File: config.mk
export PLATFORM = sky130hd
export DESIGN_NAME = indexed_block_allocator_unit
export DESIGN_NICKNAME = d
export VERILOG_FILES = /design/src/rtl/iba_pkg.sv /design/src/rtl/iba_ctrl.sv /design/src/rtl/iba_dpath.sv /design/src/rtl/indexed_block_allocator_unit.sv
export SDC_FILE = /design/constraint.sdc
export NUM_CORES = 2
export LEC_CHECK = 0
export BUFFER_PORTS_ARGS = -buffer_cell sky130_fd_sc_hd__buf_2
export CELL_PAD_IN_SITES_DETAIL_PLACEMENT = 1
export CELL_PAD_IN_SITES_GLOBAL_PLACEMENT = 2
export CORE_MARGIN = 2
export CORE_UTILIZATION = 51
export DETAILED_ROUTE_END_ITERATION = 10
export GPL_TIMING_DRIVEN = 1
export PLACE_DENSITY_LB_ADDON = 0.1
export RECOVER_POWER = 25
export REMOVE_ABC_BUFFERS = 1
export SKIP_LAST_GASP = 1
export SLEW_MARGIN = 30
export SYNTH_ARGS = -nofsm -noshare
export SYNTH_HDL_FRONTEND = slang
export SYNTH_SLANG_ARGS = --single-unit
File: constraint.sdc
create_clock -name clk_i -period 9.1 [get_ports clk_i]
set_clock_uncertainty 0.1 [all_clocks]
set_input_delay 0 -clock clk_i [delete_from_list [all_inputs] [get_ports clk_i]]
set_output_delay 0 -clock clk_i [all_outputs]
set_load 0.005 [all_outputs]
File: src/rtl/iba_pkg.sv
// Shared types and constants for the indexed block allocator.
// Used by iba_ctrl, iba_dpath and indexed_block_allocator_unit; no dependencies.
`default_nettype none

package iba_pkg;

  localparam int NUM_BLOCKS_DEF      = 64;
  localparam int RESERVED_BLOCKS_DEF = 10;
  localparam int INDEX_SLOTS_DEF     = 10;
  localparam int MAX_FILE_BLOCKS_DEF = 10;
  localparam int KEY_WIDTH_DEF       = 32;

  localparam int KEY_PORT_W  = 32;
  localparam int CNT_W       = 4;
  localparam int STATUS_W    = 3;
  localparam int OUT_SLOT_W  = 4;
  localparam int OUT_SEQ_W   = 4;
  localparam int OUT_BLOCK_W = 6;

  typedef enum logic [STATUS_W-1:0] {
    ST_OK       = 3'd0,
    ST_TAKEN    = 3'd1,
    ST_BADSIZE  = 3'd2,
    ST_NOSPACE  = 3'd3,
    ST_NOSLOT   = 3'd4,
    ST_NOTFOUND = 3'd5
  } status_e;

  // controller -> datapath
  typedef struct packed {
    logic    init_step;
    logic    load_req;
    logic    slot_step;
    logic    blk_step;
    logic    commit_add;
    logic    free_step;
    logic    commit_del;
    logic    out_stat;
    logic    out_blk;
    status_e code;
  } iba_cmd_t;

  // datapath -> controller
  typedef struct packed {
    logic init_done;
    logic slot_done;
    logic found;
    logic avail;
    logic op_del;
    logic bad_size;
    logic blk_last;
    logic blk_exhausted;
    logic free_done;
    logic out_free;
    logic emit_last;
  } iba_sts_t;

endpackage

`default_nettype wire

File: src/rtl/iba_ctrl.sv
// Request sequencer for the indexed block allocator.
// Depends on iba_pkg; drives iba_dpath through iba_cmd_t, reads iba_sts_t.
`default_nettype none

module iba_ctrl
  import iba_pkg::*;
(
  input  logic     clk_i,
  input  logic     rst_ni,
  input  logic     in_valid_i,
  output logic     in_stall_o,
  input  iba_sts_t sts_i,
  output iba_cmd_t cmd_o
);

  localparam logic [3:0] S_INIT   = 4'd0;
  localparam logic [3:0] S_IDLE   = 4'd1;
  localparam logic [3:0] S_SLOT   = 4'd2;
  localparam logic [3:0] S_DECIDE = 4'd3;
  localparam logic [3:0] S_BLK    = 4'd4;
  localparam logic [3:0] S_DFREE  = 4'd5;
  localparam logic [3:0] S_REPORT = 4'd6;
  localparam logic [3:0] S_ERD    = 4'd7;
  localparam logic [3:0] S_EWR    = 4'd8;

  logic [3:0] state_q, state_d;
  status_e    code_q, code_d;
  iba_cmd_t   cmd;

  always_comb begin
    state_d  = state_q;
    code_d   = code_q;
    cmd      = '0;
    cmd.code = code_q;
    case (state_q)
      S_INIT: begin
        cmd.init_step = 1'b1;
        if (sts_i.init_done) state_d = S_IDLE;
      end
      S_IDLE: begin
        if (in_valid_i) begin
          cmd.load_req = 1'b1;
          state_d      = S_SLOT;
        end
      end
      S_SLOT: begin
        cmd.slot_step = 1'b1;
        if (sts_i.slot_done) state_d = S_DECIDE;
      end
      S_DECIDE: begin
        if (sts_i.op_del) begin
          if (!sts_i.found) begin
            code_d  = ST_NOTFOUND;
            state_d = S_REPORT;
          end else begin
            state_d = S_DFREE;
          end
        end else if (sts_i.found) begin
          code_d  = ST_TAKEN;
          state_d = S_REPORT;
        end else if (sts_i.bad_size) begin
          code_d  = ST_BADSIZE;
          state_d = S_REPORT;
        end else begin
          state_d = S_BLK;
        end
      end
      S_BLK: begin
        cmd.blk_step = 1'b1;
        if (sts_i.blk_last) begin
          if (sts_i.avail) begin
            cmd.commit_add = 1'b1;
            state_d        = S_ERD;
          end else begin
            code_d  = ST_NOSLOT;
            state_d = S_REPORT;
          end
        end else if (sts_i.blk_exhausted) begin
          code_d  = ST_NOSPACE;
          state_d = S_REPORT;
        end
      end
      S_DFREE: begin
        cmd.free_step = 1'b1;
        if (sts_i.free_done) begin
          cmd.commit_del = 1'b1;
          code_d         = ST_OK;
          state_d        = S_REPORT;
        end
      end
      S_REPORT: begin
        if (sts_i.out_free) begin
          cmd.out_stat = 1'b1;
          state_d      = S_IDLE;
        end
      end
      S_ERD: begin
        state_d = S_EWR;
      end
      S_EWR: begin
        if (sts_i.out_free) begin
          cmd.out_blk = 1'b1;
          state_d     = sts_i.emit_last ? S_IDLE : S_ERD;
        end
      end
      default: begin
        state_d = S_IDLE;
      end
    endcase
  end

  always_ff @(posedge clk_i or negedge rst_ni) begin
    if (!rst_ni) begin
      state_q <= S_INIT;
      code_q  <= ST_OK;
    end else begin
      state_q <= state_d;
      code_q  <= code_d;
    end
  end

  assign cmd_o      = cmd;
  assign in_stall_o = (state_q != S_IDLE);

endmodule

`default_nettype wire

File: src/rtl/iba_dpath.sv
// Datapath of the indexed block allocator: block map, slot table, block lists,
// scan counters and result register. Depends on iba_pkg; steered by iba_ctrl.
`default_nettype none

module iba_dpath
  import iba_pkg::*;
#(
  parameter int NUM_BLOCKS      = NUM_BLOCKS_DEF,
  parameter int RESERVED_BLOCKS = RESERVED_BLOCKS_DEF,
  parameter int INDEX_SLOTS     = INDEX_SLOTS_DEF,
  parameter int MAX_FILE_BLOCKS = MAX_FILE_BLOCKS_DEF,
  parameter int KEY_WIDTH       = KEY_WIDTH_DEF
) (
  input  logic                   clk_i,
  input  logic                   rst_ni,
  input  iba_cmd_t               cmd_i,
  output iba_sts_t               sts_o,
  input  logic                   operation_i,
  input  logic [KEY_PORT_W-1:0]  file_key_i,
  input  logic [CNT_W-1:0]       block_count_i,
  output logic                   out_valid_o,
  input  logic                   out_stall_i,
  output logic [STATUS_W-1:0]    status_o,
  output logic [OUT_SLOT_W-1:0]  index_slot_o,
  output logic [OUT_SEQ_W-1:0]   block_seq_o,
  output logic [OUT_BLOCK_W-1:0] block_number_o,
  output logic                   last_o
);

  localparam int BW = $clog2(NUM_BLOCKS);
  localparam int SW = (INDEX_SLOTS > 1) ? $clog2(INDEX_SLOTS) : 1;
  localparam int FW = (MAX_FILE_BLOCKS > 1) ? $clog2(MAX_FILE_BLOCKS) : 1;
  localparam int KW = (KEY_WIDTH < KEY_PORT_W) ? KEY_WIDTH : KEY_PORT_W;
  localparam int EW = KW + CNT_W;
  localparam int LW = SW + FW;
  localparam logic [BW-1:0] B_LAST = BW'(NUM_BLOCKS - 1);
  localparam logic [SW-1:0] S_LAST = SW'(INDEX_SLOTS - 1);
  localparam logic [BW-1:0] B_RES  = BW'(RESERVED_BLOCKS);
  localparam logic [5:0]    F_MAX  = 6'(MAX_FILE_BLOCKS);

  // memories
  logic          busy_mem [NUM_BLOCKS];
  logic [EW-1:0] slot_mem [INDEX_SLOTS];
  logic [BW-1:0] list_mem [2**LW];

  logic          busy_rd_q;
  logic [EW-1:0] slot_rd_q;
  logic [BW-1:0] list_rd_q;

  // request
  logic             op_q;
  logic [KW-1:0]    key_q;
  logic [CNT_W-1:0] size_q;

  // scan state
  logic [BW-1:0]    blk_ctr_q, blk_tag_q;
  logic             blk_rv_q;
  logic [SW-1:0]    slot_ctr_q, slot_tag_q;
  logic             slot_rv_q;
  logic             found_q, avail_q;
  logic [SW-1:0]    found_slot_q, free_slot_q;
  logic [CNT_W-1:0] found_size_q;
  logic [CNT_W-1:0] got_q, pos_q;
  logic             free_rv_q;
  logic [INDEX_SLOTS-1:0] slot_valid_q;

  // result register
  logic                   out_valid_q;
  status_e                out_status_q;
  logic [OUT_SLOT_W-1:0]  out_slot_q;
  logic [OUT_SEQ_W-1:0]   out_seq_q;
  logic [OUT_BLOCK_W-1:0] out_block_q;
  logic                   out_last_q;

  logic          blk_hit, blk_last, blk_exh, out_free, emit_last, pos_lt;
  logic          slot_match, slot_free;
  logic [BW-1:0] blk_next;
  logic [SW-1:0] slot_next, sel_slot;
  logic          busy_we, busy_wd;
  logic [BW-1:0] busy_wa;
  logic          list_we;
  logic [LW-1:0] list_wa, list_ra;

  assign blk_next  = (blk_ctr_q == B_LAST) ? '0 : blk_ctr_q + 1'b1;
  assign slot_next = (slot_ctr_q == S_LAST) ? '0 : slot_ctr_q + 1'b1;

  assign blk_hit   = blk_rv_q && !busy_rd_q;
  assign blk_last  = blk_hit && ((got_q + 1'b1) == size_q);
  assign blk_exh   = blk_rv_q && (blk_tag_q == B_LAST) && !blk_last;
  assign out_free  = !out_valid_q || !out_stall_i;
  assign emit_last = ((pos_q + 1'b1) == size_q);
  assign pos_lt    = (pos_q < found_size_q);

  assign slot_match = slot_valid_q[slot_tag_q] && (slot_rd_q[KW-1:0] == key_q);
  assign slot_free  = !slot_valid_q[slot_tag_q];

  assign sel_slot = op_q ? found_slot_q : free_slot_q;
  assign list_ra  = {sel_slot, FW'(pos_q)};
  assign list_wa  = {free_slot_q, FW'(got_q)};
  assign list_we  = cmd_i.blk_step && blk_hit && avail_q;

  always_comb begin
    busy_we = 1'b0;
    busy_wa = list_rd_q;
    busy_wd = 1'b0;
    if (cmd_i.init_step) begin
      busy_we = 1'b1;
      busy_wa = blk_ctr_q;
      busy_wd = (blk_ctr_q < B_RES);
    end else if (cmd_i.free_step && free_rv_q) begin
      busy_we = 1'b1;
    end else if (cmd_i.out_blk) begin
      busy_we = 1'b1;
      busy_wd = 1'b1;
    end
  end

  always_ff @(posedge clk_i) begin
    if (busy_we) busy_mem[busy_wa] <= busy_wd;
    busy_rd_q <= busy_mem[blk_ctr_q];
  end

  always_ff @(posedge clk_i) begin
    if (cmd_i.commit_add) slot_mem[free_slot_q] <= {size_q, key_q};
    slot_rd_q <= slot_mem[slot_ctr_q];
  end

  always_ff @(posedge clk_i) begin
    if (list_we) list_mem[list_wa] <= blk_tag_q;
    list_rd_q <= list_mem[list_ra];
  end

  always_ff @(posedge clk_i or negedge rst_ni) begin
    if (!rst_ni) begin
      op_q         <= 1'b0;
      blk_ctr_q    <= '0;
      blk_rv_q     <= 1'b0;
      slot_ctr_q   <= '0;
      slot_rv_q    <= 1'b0;
      found_q      <= 1'b0;
      avail_q      <= 1'b0;
      got_q        <= '0;
      pos_q        <= '0;
      free_rv_q    <= 1'b0;
      slot_valid_q <= '0;
      out_valid_q  <= 1'b0;
    end else begin
      if (cmd_i.init_step) blk_ctr_q <= blk_next;
      if (cmd_i.load_req) begin
        op_q       <= operation_i;
        blk_ctr_q  <= '0;
        blk_rv_q   <= 1'b0;
        slot_ctr_q <= '0;
        slot_rv_q  <= 1'b0;
        found_q    <= 1'b0;
        avail_q    <= 1'b0;
        got_q      <= '0;
        pos_q      <= '0;
        free_rv_q  <= 1'b0;
      end
      if (cmd_i.slot_step) begin
        slot_ctr_q <= slot_next;
        slot_rv_q  <= 1'b1;
        if (slot_rv_q && slot_match && !found_q) found_q <= 1'b1;
        if (slot_rv_q && slot_free && !avail_q)  avail_q <= 1'b1;
      end
      if (cmd_i.blk_step) begin
        blk_ctr_q <= blk_next;
        blk_rv_q  <= 1'b1;
        if (blk_hit) got_q <= got_q + 1'b1;
      end
      if (cmd_i.free_step) begin
        free_rv_q <= pos_lt;
        if (pos_lt) pos_q <= pos_q + 1'b1;
      end
      if (cmd_i.out_blk) pos_q <= pos_q + 1'b1;
      if (cmd_i.commit_add) slot_valid_q[free_slot_q] <= 1'b1;
      if (cmd_i.commit_del) slot_valid_q[found_slot_q] <= 1'b0;
      if (cmd_i.out_stat || cmd_i.out_blk) begin
        out_valid_q <= 1'b1;
      end else if (!out_stall_i) begin
        out_valid_q <= 1'b0;
      end
    end
  end

  always_ff @(posedge clk_i) begin
    if (cmd_i.load_req) begin
      key_q  <= file_key_i[KW-1:0];
      size_q <= block_count_i;
    end
    if (cmd_i.slot_step) begin
      slot_tag_q <= slot_ctr_q;
      if (slot_rv_q && slot_match && !found_q) begin
        found_slot_q <= slot_tag_q;
        found_size_q <= slot_rd_q[EW-1:KW];
      end
      if (slot_rv_q && slot_free && !avail_q) free_slot_q <= slot_tag_q;
    end
    if (cmd_i.blk_step) blk_tag_q <= blk_ctr_q;
    if (cmd_i.out_stat) begin
      out_status_q <= cmd_i.code;
      out_slot_q   <= (cmd_i.code == ST_OK) ? OUT_SLOT_W'(found_slot_q) : '0;
      out_seq_q    <= '0;
      out_block_q  <= '0;
      out_last_q   <= 1'b1;
    end else if (cmd_i.out_blk) begin
      out_status_q <= ST_OK;
      out_slot_q   <= OUT_SLOT_W'(free_slot_q);
      out_seq_q    <= pos_q;
      out_block_q  <= OUT_BLOCK_W'(list_rd_q);
      out_last_q   <= emit_last;
    end
  end

  always_comb begin
    sts_o               = '0;
    sts_o.init_done     = (blk_ctr_q == B_LAST);
    sts_o.slot_done     = slot_rv_q && (slot_tag_q == S_LAST);
    sts_o.found         = found_q;
    sts_o.avail         = avail_q;
    sts_o.op_del        = op_q;
    sts_o.bad_size      = (size_q == '0) || ({2'b00, size_q} > F_MAX);
    sts_o.blk_last      = blk_last;
    sts_o.blk_exhausted = blk_exh;
    sts_o.free_done     = !pos_lt && !free_rv_q;
    sts_o.out_free      = out_free;
    sts_o.emit_last     = emit_last;
  end

  assign out_valid_o    = out_valid_q;
  assign status_o       = out_status_q;
  assign index_slot_o   = out_slot_q;
  assign block_seq_o    = out_seq_q;
  assign block_number_o = out_block_q;
  assign last_o         = out_last_q;

endmodule

`default_nettype wire

File: src/rtl/indexed_block_allocator_unit.sv
// Add request: load, slot-table scan, decision, block-map scan, then one result per
//   allocated block; failures end in a single status result instead.
// Delete request: load, slot-table scan, decision, freeing of the file's blocks, status result.
// One request at a time; the block-map scan dominates (one flag per cycle).
// After reset an init pass writes every block-map flag, marking the reserved blocks busy; no request is taken.
// Depends on iba_pkg, iba_ctrl and iba_dpath.
`default_nettype none

module indexed_block_allocator_unit
  import iba_pkg::*;
#(
  parameter int NUM_BLOCKS      = NUM_BLOCKS_DEF,
  parameter int RESERVED_BLOCKS = RESERVED_BLOCKS_DEF,
  parameter int INDEX_SLOTS     = INDEX_SLOTS_DEF,
  parameter int MAX_FILE_BLOCKS = MAX_FILE_BLOCKS_DEF,
  parameter int KEY_WIDTH       = KEY_WIDTH_DEF
) (
  input  logic                   clk_i,
  input  logic                   rst_ni,
  input  logic                   in_valid_i,
  output logic                   in_stall_o,
  input  logic                   operation_i,
  input  logic [KEY_PORT_W-1:0]  file_key_i,
  input  logic [CNT_W-1:0]       block_count_i,
  output logic                   out_valid_o,
  input  logic                   out_stall_i,
  output logic [STATUS_W-1:0]    status_o,
  output logic [OUT_SLOT_W-1:0]  index_slot_o,
  output logic [OUT_SEQ_W-1:0]   block_seq_o,
  output logic [OUT_BLOCK_W-1:0] block_number_o,
  output logic                   last_o
);

  iba_cmd_t cmd;
  iba_sts_t sts;

  iba_ctrl u_ctrl (
    .clk_i      (clk_i),
    .rst_ni     (rst_ni),
    .in_valid_i (in_valid_i),
    .in_stall_o (in_stall_o),
    .sts_i      (sts),
    .cmd_o      (cmd)
  );

  iba_dpath #(
    .NUM_BLOCKS      (NUM_BLOCKS),
    .RESERVED_BLOCKS (RESERVED_BLOCKS),
    .INDEX_SLOTS     (INDEX_SLOTS),
    .MAX_FILE_BLOCKS (MAX_FILE_BLOCKS),
    .KEY_WIDTH       (KEY_WIDTH)
  ) u_dpath (
    .clk_i          (clk_i),
    .rst_ni         (rst_ni),
    .cmd_i          (cmd),
    .sts_o          (sts),
    .operation_i    (operation_i),
    .file_key_i     (file_key_i),
    .block_count_i  (block_count_i),
    .out_valid_o    (out_valid_o),
    .out_stall_i    (out_stall_i),
    .status_o       (status_o),
    .index_slot_o   (index_slot_o),
    .block_seq_o    (block_seq_o),
    .block_number_o (block_number_o),
    .last_o         (last_o)
  );

endmodule

`default_nettype wire
==> flow_results.xml <==
<?xml version="1.0" encoding="UTF-8"?>
<metrics>
  <group name="yosys">
    <metric name="synth_seq_area_share" unit="%">76.4</metric>
    <metric name="ffs_w_async_s_r_synth" unit="%">1.98</metric>
    <metric name="synth_top_flop_cell" unit="">sky130_fd_sc_hd__edfxtp_1</metric>
    <metric name="yosysWarningCount" unit="">0</metric>
    <metric name="netlist_area" unit="mm^2">0.0824</metric>
    <metric name="syn-mean-instance-area" unit="um^2">19.4</metric>
    <metric name="synth.ff_latch_count" unit="">2121</metric>
    <metric name="synth_edf_count" unit="">2025</metric>
    <metric name="netlist_instances" unit="">4256</metric>
    <metric name="post_synth_num_cell_types" unit="">65</metric>
  </group>
  <group name="global_route">
    <metric name="grt_max_degree" unit="">211</metric>
    <metric name="global_route.overflow_total" unit="">0</metric>
    <metric name="groute.usage.overall" unit="%">26.4</metric>
    <metric name="antenna_found_initial" unit="">2</metric>
    <metric name="first_pass_grt_wire_length" unit="um">312000</metric>
    <metric name="first_global_vias" unit="">43900</metric>
  </group>
  <group name="placement">
    <metric name="hpwl" unit="um">123000</metric>
    <metric name="final_weighted_congestion_in_routability_driven_placement" unit="">0.789</metric>
    <metric name="buffer_ports.inserted" unit="">60</metric>
  </group>
  <group name="power_and_ir_drop">
    <metric name="power.density_cell_area" unit="mW/mm^2">290</metric>
    <metric name="vdd.ir_drop.worst" unit="mV">0.246</metric>
    <metric name="internal_power" unit="mW">18.8</metric>
    <metric name="clock_power_share" unit="%">31.8</metric>
    <metric name="p_total" unit="mW">26.9</metric>
    <metric name="power.share.switching" unit="%">30.2</metric>
    <metric name="power.switching" unit="mW">8.13</metric>
    <metric name="part_of_the_total_power_dissipated_in_combinational_logic" unit="%">23.5</metric>
    <metric name="seq_power_share" unit="%">44.7</metric>
    <metric name="leakage" unit="nW">28.7</metric>
  </group>
  <group name="floorplan">
    <metric name="top_level_ports" unit="">61</metric>
    <metric name="area_of_the_core" unit="mm^2">0.161</metric>
    <metric name="chipHeight" unit="um">406</metric>
    <metric name="die_w" unit="um">406</metric>
    <metric name="placementRows" unit="">147</metric>
    <metric name="floorplan.initialDensity" unit="%">51.3</metric>
    <metric name="die_outline_area" unit="mm^2">0.165</metric>
  </group>
  <group name="final_layout">
    <metric name="design.final.nets" unit="">4517</metric>
    <metric name="layout-drive-gt1-share" unit="%">18.7</metric>
    <metric name="final_core_utilization" unit="%">57.8</metric>
    <metric name="syn_to_final_growth" unit="%">12.7</metric>
  </group>
  <group name="routing">
    <metric name="drtIter0Drc" unit="">4208</metric>
    <metric name="detailedRoute.firstPassIterationCount" unit="">5</metric>
    <metric name="remaining_drc_errors" unit="">0</metric>
    <metric name="postRouteAntennaNets" unit="">0</metric>
    <metric name="post_drt_via_cell_ratio" unit="">6.16</metric>
    <metric name="total_number_of_vias" unit="">41900</metric>
    <metric name="detail_route.wirelength" unit="um">214000</metric>
    <metric name="avgRoutedWirePerCell" unit="um">31.5</metric>
  </group>
  <group name="worst_hold_path">
    <metric name="min_delay_path_depth" unit="">5</metric>
    <metric name="hold_path_class" unit="">input pin to flop</metric>
  </group>
  <group name="worst_setup_path">
    <metric name="worstSetupPathType" unit="">flop to flop</metric>
    <metric name="timing.reg2reg.setup_slack" unit="ns">3.07</metric>
    <metric name="endpoint_kind" unit="">flop</metric>
    <metric name="endpoint_required_time_on_the_critical_path" unit="ns">9.05</metric>
    <metric name="crit_fanout" unit="">78</metric>
    <metric name="critical_path.startpoint_type" unit="">flop</metric>
    <metric name="timing.reg2reg.worst_path_depth" unit="">2</metric>
    <metric name="arrival" unit="ns">5.98</metric>
  </group>
  <group name="timing">
    <metric name="final-hold-violation-count" unit="">0</metric>
    <metric name="finalMaxSlewViolations" unit="">903</metric>
    <metric name="post-route-period-util" unit="%">66.3</metric>
    <metric name="maxSlewHeadroom" unit="%">-186</metric>
    <metric name="rsz0062_at_grt" unit="">false</metric>
    <metric name="clock.fmax" unit="MHz">166</metric>
    <metric name="tightestPinTransition" unit="ns">4.29</metric>
    <metric name="finalWorstPathRequiredPeriod" unit="ns">6.03</metric>
    <metric name="setup-violations-final" unit="">0</metric>
  </group>
  <group name="cts">
    <metric name="clk_root_buffer_cell" unit="">sky130_fd_sc_hd__clkbuf_16</metric>
    <metric name="cts.reportedPaths.clkPinSlew" unit="ns">0.06</metric>
    <metric name="cts_tree" unit="">built</metric>
    <metric name="cts_htree_levels" unit="">4</metric>
    <metric name="clkLatencyLatePin" unit="ns">0.85</metric>
    <metric name="cts_made_buffers" unit="">213</metric>
    <metric name="clock_tree.buffer_depth" unit="">3</metric>
    <metric name="postCtsSetupRepairBufs" unit="">0</metric>
    <metric name="cts_num_sinks" unit="">2121</metric>
  </group>
  <group name="flow_run">
    <metric name="max_cap_violations" unit="">15</metric>
  </group>
  <group name="run_status">
    <metric name="run_status" unit="">finished with violations</metric>
    <metric name="violations" unit="">max-capacitance violations, max-slew violations</metric>
  </group>
</metrics>
## power by group through the flow
stage / Clock (mW) / Sequential, mW / Combinational [mW]
floorplan: 0 / 13.0 / 4.70
global placement: 0 / 12.2 / 6.23
detailed placement: 0 / 12.2 / 6.32
CTS: 8.69 / 12.0 / 6.37
global route: 9.03 / 12.1 / 6.75
finish: 8.55 / 12.0 / 6.31
## logic make-up (layout without fill, tap and decap cells)
group,count (synthesis),count (layout),share of synthesized area [%]
xor gates and xnor gates,47,47,0.500
adders and majority gates,11,11,0.167
AOI/OAI and AO/OA,447,447,3.74
muxes,608,608,13.6
and+or+nand+nor,769,769,4.19
DFF,2121,2121,76.4
other,0,1,0
buffers and inverters,253,641,1.41
## final cells by class
| cell class | instances | area (um^2) |
|---|---|---|
| fill | 13800 | 67700 |
| sequential | 2121 | 63000 |
| multi-input combinational | 1882 | 18400 |
| clock buffer | 272 | 5620 |
| tap | 2160 | 2700 |
| timing repair buffer | 232 | 1890 |
| clock inverter | 122 | 1190 |
| inverter | 15 | 56.3 |
| antenna | 1 | 2.50 |
## routing by layer
| metal | GRT usage, % | vias up | part of all wire, % |
|---|---|---|---|
| li1 | - | 17700 | - |
| met1 | 37.1 | 22500 | 42 |
| met2 | 42.9 | 1400 | 49 |
| met3 | 4.53 | 295 | 6.3 |
| met4 | 7.75 | 0 | 2.7 |
| met5 | 0 | - | 0 |
## final timing paths
path | to | from
setup / recovery | u_dpath.list_mem[132][1]$_DFFE_PP_ | u_dpath.blk_tag_q[1]$_DFFE_PP_
hold / removal | u_ctrl.state_q[1]$_DFFE_PN0P_ | out_stall_i
setup reg to reg | u_dpath.list_mem[132][1]$_DFFE_PP_ | u_dpath.blk_tag_q[1]$_DFFE_PP_
hold reg to reg | u_dpath.found_size_q[2]$_DFFE_PP_ | u_dpath.slot_rd_q[34]$_DFF_P_
max in group asynchronous | u_dpath.pos_q[1]$_DFF_PN0_ | rst_ni
min in group asynchronous | u_dpath.blk_ctr_q[4]$_DFFE_PN0P_ | rst_ni
## cell usage after synthesis, drive strengths merged (10+ instances only)
cell type	number	area (um^2)
nand3	74	375
mux2i	191	1920
a21oi	81	405
buf	130	698
and3	12	75.1
dfrtp	42	1050
ha	11	138
nand2b	14	87.6
a211oi	37	278
a22oi	169	1270
nor4	16	106
dfxtp	54	1080
nor2	382	1440
o21ai	48	240
nand2	140	528
xnor2	17	149
nor3	29	160
nor2b	53	332
mux4	408	9190
nand4	19	119
a31oi	15	93.8
inv	15	56.3
edfxtp	2025	60800
clkbuf	108	405
a22o	10	87.6
xor2	30	263
o22ai	13	81.3
a41oi	15	131
## state kept, by name (all words and copies together) (netlist names), 10 cells and up
register,count
u_dpath.list_mem,1536
u_dpath.slot_rd_q,36
u_dpath.slot_mem,360
u_dpath.key_q,32
u_dpath.slot_valid_q,10
u_dpath.busy_mem,64
## placed cells by master, fill, tap and decap left out, drive strengths merged, types with 16 or more instances in the layout
| master | netlist | routed |
|---|---|---|
| nor4 | 16 | 16 |
| a21oi | 81 | 81 |
| mux4 | 408 | 408 |
| a22oi | 169 | 169 |
| dlygate4sd3 | 0 | 79 |
| nor2b | 53 | 53 |
| nand3 | 74 | 74 |
| dfxtp | 54 | 54 |
| nor3 | 29 | 29 |
| clkinv | 0 | 94 |
| xnor2 | 17 | 17 |
| mux2i | 191 | 191 |
| buf | 130 | 117 |
| nand2 | 140 | 140 |
| xor2 | 30 | 30 |
| inv | 15 | 22 |
| dfrtp | 42 | 42 |
| clkbuf | 108 | 308 |
| nand4 | 19 | 19 |
| a211oi | 37 | 37 |
| edfxtp | 2025 | 2025 |
| nor2 | 382 | 382 |
| o21ai | 48 | 48 |
## stage by stage
stage          TNS, ns  hold slack (ns)  setup WS (ns)  instances  area (um^2)
4_1_cts              0           0.0506           4.31       6799        92800
3_3_place_gp         0           0.0364           4.23       6325        85200
6_report             0            0.134           3.07       6805        92800
3_5_place_dp         0           0.0428           4.34       6326        85200
5_1_grt              0            0.141           2.65       6805        92800
2_1_floorplan  -166.54           -0.396          -8.90       4018        81300
## critical path, cell delays in order (launching register included)
cell	delay (ns)
sky130_fd_sc_hd__edfxtp_1	0.34
sky130_fd_sc_hd__clkbuf_1	1.72
sky130_fd_sc_hd__clkbuf_1	2.94
## what timing repair did
| action | 4_1_cts | 5_1_grt |
|---|---|---|
| hold buffers | 79 | 0 |
| hold endpoints to repair | 113 | 0 |
| setup endpoints to repair | 0 | 0 |
| resized for setup | 0 | 0 |
Note: power is estimated with default switching activity, not from simulation.
